===== config.mk =====
export PLATFORM = sky130hd
export DESIGN_NAME = fvg_div
export DESIGN_NICKNAME = d
export VERILOG_FILES = /design/src/design/fat_volume_geometry_assert.svh /design/src/design/fvg_div.sv
export SDC_FILE = /design/constraint.sdc
export NUM_CORES = 2
export LEC_CHECK = 0
export ABC_AREA = 1
export BUFFER_PORTS_ARGS = -buffer_cell sky130_fd_sc_hd__buf_2
export CAP_MARGIN = 25
export CORE_MARGIN = 3
export CORE_UTILIZATION = 40
export CTS_CLUSTER_DIAMETER = 40
export DETAILED_ROUTE_END_ITERATION = 8
export GPL_ROUTABILITY_DRIVEN = 0
export GPL_TIMING_DRIVEN = 0
export MAX_ROUTING_LAYER = met4
export PLACE_DENSITY = 0.68
export SYNTH_ARGS = -nofsm -noshare
export SYNTH_HDL_FRONTEND = slang
export SYNTH_SLANG_ARGS = --single-unit

===== constraint.sdc =====
create_clock -name clk_i -period 1.8 [get_ports clk_i]
set_input_delay 0.09 -clock clk_i [delete_from_list [all_inputs] [get_ports clk_i]]
set_output_delay 0.09 -clock clk_i [all_outputs]
set_load 0.02 [all_outputs]

===== src/design/fat_volume_geometry_assert.svh =====
// ----------------------------------------------------------------------------
// fat_volume_geometry_assert.svh
// assertion macros shared by the volume geometry block
// ----------------------------------------------------------------------------
`ifndef FAT_VOLUME_GEOMETRY_ASSERT_SVH
`define FAT_VOLUME_GEOMETRY_ASSERT_SVH

// same-cycle implication, reset masked
`define FVG_ASSERT_NOW(lbl, ante, cons) \
  lbl: assert property (@(posedge clk_i) disable iff (!rst_ni) (ante) |-> (cons)) \
    else $error("fat_volume_geometry: check failed");

// next-cycle implication, reset masked
`define FVG_ASSERT_NEXT(lbl, ante, cons) \
  lbl: assert property (@(posedge clk_i) disable iff (!rst_ni) (ante) |=> (cons)) \
    else $error("fat_volume_geometry: check failed");

`endif


===== src/design/fvg_div.sv =====
// ----------------------------------------------------------------------------
// fvg_div
// pipelined restoring divider, one quotient bit per stage, side payload
// ----------------------------------------------------------------------------
module fvg_div #(
  parameter int DW = 33,
  parameter int VW = 16,
  parameter int PW = 8
) (
  input  logic          clk_i,
  input  logic          rst_ni,
  input  logic          en_i,
  input  logic          valid_i,
  input  logic [DW-1:0] dividend_i,
  input  logic [VW-1:0] divisor_i,
  input  logic [PW-1:0] payload_i,
  output logic          valid_o,
  output logic [DW-1:0] quotient_o,
  output logic [PW-1:0] payload_o
);

  logic [DW:1]   vld_q;
  logic [DW-1:0] num_q [1:DW];
  logic [DW-1:0] quo_q [1:DW];
  logic [VW-1:0] rem_q [1:DW];
  logic [VW-1:0] dvs_q [1:DW];
  logic [PW-1:0] pay_q [1:DW];

  for (genvar g = 0; g < DW; g++) begin : g_stage
    logic          sv;
    logic [DW-1:0] sn;
    logic [DW-1:0] sq;
    logic [VW-1:0] sr;
    logic [VW-1:0] sd;
    logic [PW-1:0] sp;
    logic [VW:0]   trial;
    logic          ge;

    // stage source: ports for the first stage, registers after
    if (g == 0) begin : g_first
      assign sv = valid_i;
      assign sn = dividend_i;
      assign sq = '0;
      assign sr = '0;
      assign sd = divisor_i;
      assign sp = payload_i;
    end else begin : g_next
      assign sv = vld_q[g];
      assign sn = num_q[g];
      assign sq = quo_q[g];
      assign sr = rem_q[g];
      assign sd = dvs_q[g];
      assign sp = pay_q[g];
    end

    // one trial subtract
    assign trial = {sr, sn[DW-1]};
    assign ge    = trial >= {1'b0, sd};

    always_ff @(posedge clk_i or negedge rst_ni) begin
      if (!rst_ni) begin
        vld_q[g+1] <= 1'b0;
      end else if (en_i) begin
        vld_q[g+1] <= sv;
      end
    end

    always_ff @(posedge clk_i) begin
      if (en_i) begin
        num_q[g+1] <= {sn[DW-2:0], 1'b0};
        quo_q[g+1] <= {sq[DW-2:0], ge};
        rem_q[g+1] <= ge ? VW'(trial - {1'b0, sd}) : trial[VW-1:0];
        dvs_q[g+1] <= sd;
        pay_q[g+1] <= sp;
      end
    end
  end

  assign valid_o    = vld_q[DW];
  assign quotient_o = quo_q[DW];
  assign payload_o  = pay_q[DW];

endmodule


==> reports/metrics.cfg <==
[clock_tree]
cts_buffer_depth = 4
cts_hold_buf = 124
cts_sinks = 2410
h-tree-depth = 5
root_buffer = clkbuf_16
clk_pin_slew_worst_paths_ns = 0.06
cts-buffers-inserted = 373
cts_tree = yes
clk_latency_ns = 0.92

[route]
drtPass1Iterations = 6
drcViolationCount = 0
antenna_left = 0
routed_wl_mm = 257
vias_per_cell = 4.83
first_iter_violations = 6353
routedWlPerCell_um = 15.3
vias = 81100

[floorplanning]
dieHeight_um = 543
num_io_pins = 103
die-area_mm2 = 0.294
initial_core_util = 0.403
die_w_um = 543
rows = 196
core-area_mm2 = 0.286

[sta]
worstMarginPinSlew_ns = 1.08
rsz0062_at_grt = true
skew_ns = 0.0774
setup_viol = 688
max_freq_mhz = 468
fin_ws_ns = -0.336
hold_viol_final = 87
fin_crit_ns = 2.14
hold_slack_ns = -0.338
drv_slew = 0
slew_headroom = 0.281
fin_crit_sh = 1.19
fin_tns_setup_ns = -129.50

[final_layout]
layout_commonest_cell = nand2_1
mostFrequentLayoutCells = nand2_1, edfxtp_1, inv_1
nets = 13300
drive_gt1_frac = 0.295
layout-area-overhead-vs-synth_pct = 33.1
fillers = 23300

[synthesis]
yosysUniqueCellTypes = 47
synth_edf_count = 2377
synth-seq-cells = 2410
syn_nets = 11800
yosysWarnings = 0
ys.flop_type = edfxtp_1
syn_inst = 11200
async_reset_ff_frac = 0.0137
ys_top_cells_by_area = edfxtp_1, nand2_1, inv_1
avgSynthCellArea_um2 = 10.3
seq_area_frac_synth = 0.627
yosys.area.top_type_share = 0.620
syn_area_mm2 = 0.115
synth_top_area_cell = edfxtp_1

[placement]
hpwl_mm = 163
pre_cts_slack_ns = -1.88
port_buffers = 102

[global_routing]
track_usage = 0.165
grt_max_degree = 184
grt_pass1_vias = 74400
grt_pass1_wl_mm = 384
grt_antenna_before_repair = 6
grt_overflow = 0

[power]
p_sw_w = 0.0949
clockPowerShare = 0.278
switching_share = 0.363
cellPowerDensity_mw_per_mm2 = 1700
ir_worst_vdd_uv = 922
power_frac_comb = 0.408
p_int_w = 0.166
share_seq_of_total_power = 0.314
p_leak_nw = 67.6

[outcome]
outcome = finished, violations left
violations = hold timing, setup timing

[critical_path]
critical_path_class = flop to flop
crit_arrival_ns = 2.79
critPathCaptureType = flop
worstPathMaxFanout = 6
worst_setup_path_start_kind = flop
critPathRequiredTime_ns = 2.45

[run]
max-cap-violations = 0

[min_path]
hp-class = input pin to flop

-- final cells by class --
class | count | area (um^2) | share of cell area
clock buffer | 405 | 9510 | 0.0620
inverter | 2002 | 7560 | 0.0493
antenna | 4 | 10.0 | 0.0000653
timing repair buffer | 1135 | 9940 | 0.0648
tap | 3762 | 4710 | 0.0307
clock inverter | 289 | 3500 | 0.0228
multi-input combinational | 6673 | 44500 | 0.291
sequential | 2410 | 72200 | 0.471
buffer | 109 | 1340 | 0.00875
-- stage by stage --
| step | cell area, um^2 | hold slack [ns] | instances | total power (W) | utilization |
|---|---|---|---|---|---|
| floorplan | 119000 | -0.206 | 11200 | 0.139 | - |
| global placement | 124000 | 0.182 | 15100 | 0.143 | 0.435 |
| detailed placement | 125000 | 0.181 | 15100 | 0.160 | 0.436 |
| CTS | 144000 | -0.410 | 16200 | 0.242 | 0.502 |
| global route | 153000 | -0.395 | 16800 | 0.277 | 0.536 |
| finish | 153000 | -0.338 | 16800 | 0.261 | 0.536 |
-- kinds of logic (layout without fill, tap and decap cells) --
kind of cell / count (synthesis) / count (layout) / share of synthesized area
multiplexers: 1 / 1 / 0.0000978
adder cells (fa/ha/maj): 545 / 545 / 0.0612
buffers and inverters: 2122 / 3940 / 0.0733
other: 0 / 4 / 0
flip-flops: 2410 / 2410 / 0.627
XOR/XNOR: 193 / 193 / 0.0147
AO/OA/AOI/OAI: 385 / 385 / 0.0180
AND/OR/NAND/NOR: 5548 / 5549 / 0.206
-- per-layer routing --
layer,global-route usage,share of wire
met1,0.213,0.43
met2,0.261,0.47
met3,0.0278,0.060
met4,0.0616,0.040
met5,-,0
-- timing repair --
action,CTS,global route
pin swaps,142,532
resized for setup,496,1504
cloned,17,37
buffers inserted,304,538
endpoints found under the setup margin,1415,854
hold endpoints to repair,294,82
-- state kept, by name, indices dropped and copies added, names as in the netlist --
signal      cells
rem_q         512
valid_o         1
num_q         528
quo_q         561
pay_q         264
dvs_q         512
g_stage.sv     32
-- worst max-delay path, stage by stage (launching register included) --
cell and delay [ns]:
edfxtp_1 0.45, ha_1 0.35, inv_2 0.13, nor2_1 0.06, nor2_1 0.11, nand2_1 0.08, nor2_1 0.12, nand2_2 0.12
buf_8 0.17, clkbuf_16 0.16, buf_4 0.13
-- final timing paths --
kind | start | to | slack (ns) | depth (start not counted)
worst min register to register | num_q[24][30]$_DFFE_PP_ | num_q[25][31]$_DFFE_PP_ | 0.35 | 0
worst min-delay path | en_i | pay_q[0][18]$_DFFE_PP_ | -0.34 | 1
max in group asynchronous | rst_ni | g_stage[29].sv$_DFFE_PN0P_ | 1.37 | 4
min in group asynchronous | rst_ni | g_stage[6].sv$_DFFE_PN0P_ | 0.25 | 4
worst max-delay path | rem_q[0][94]$_DFFE_PP_ | quo_q[6][0]$_DFFE_PP_ | -0.34 | 10
worst max register to register | rem_q[0][94]$_DFFE_PP_ | quo_q[6][0]$_DFFE_PP_ | -0.34 | 10
-- synth_stat cells, drive strengths merged, types with 18 or more instances --
master  instances
o21a           24
nor3           90
nand3b         71
o21bai         18
xor2          149
or2            22
buf           104
dfrtp          33
nor2          455
nand2        3897
o21ai          43
edfxtp       2377
nand3         823
inv          2002
ha            514
nand4         136
fa             31
a21oi         294
and2           27
xnor2          44
-- power by group through the flow --
stage / clock, W / combinational (W) / sequential [W]
floorplan: 0 / 0.0593 / 0.0798
global placement: 0 / 0.0634 / 0.0798
detailed placement: 0 / 0.0774 / 0.0824
CTS: 0.0748 / 0.0851 / 0.0817
global route: 0.0774 / 0.117 / 0.0827
finish: 0.0727 / 0.106 / 0.0820
No activity file was read; power rests on OpenSTA's default activity.
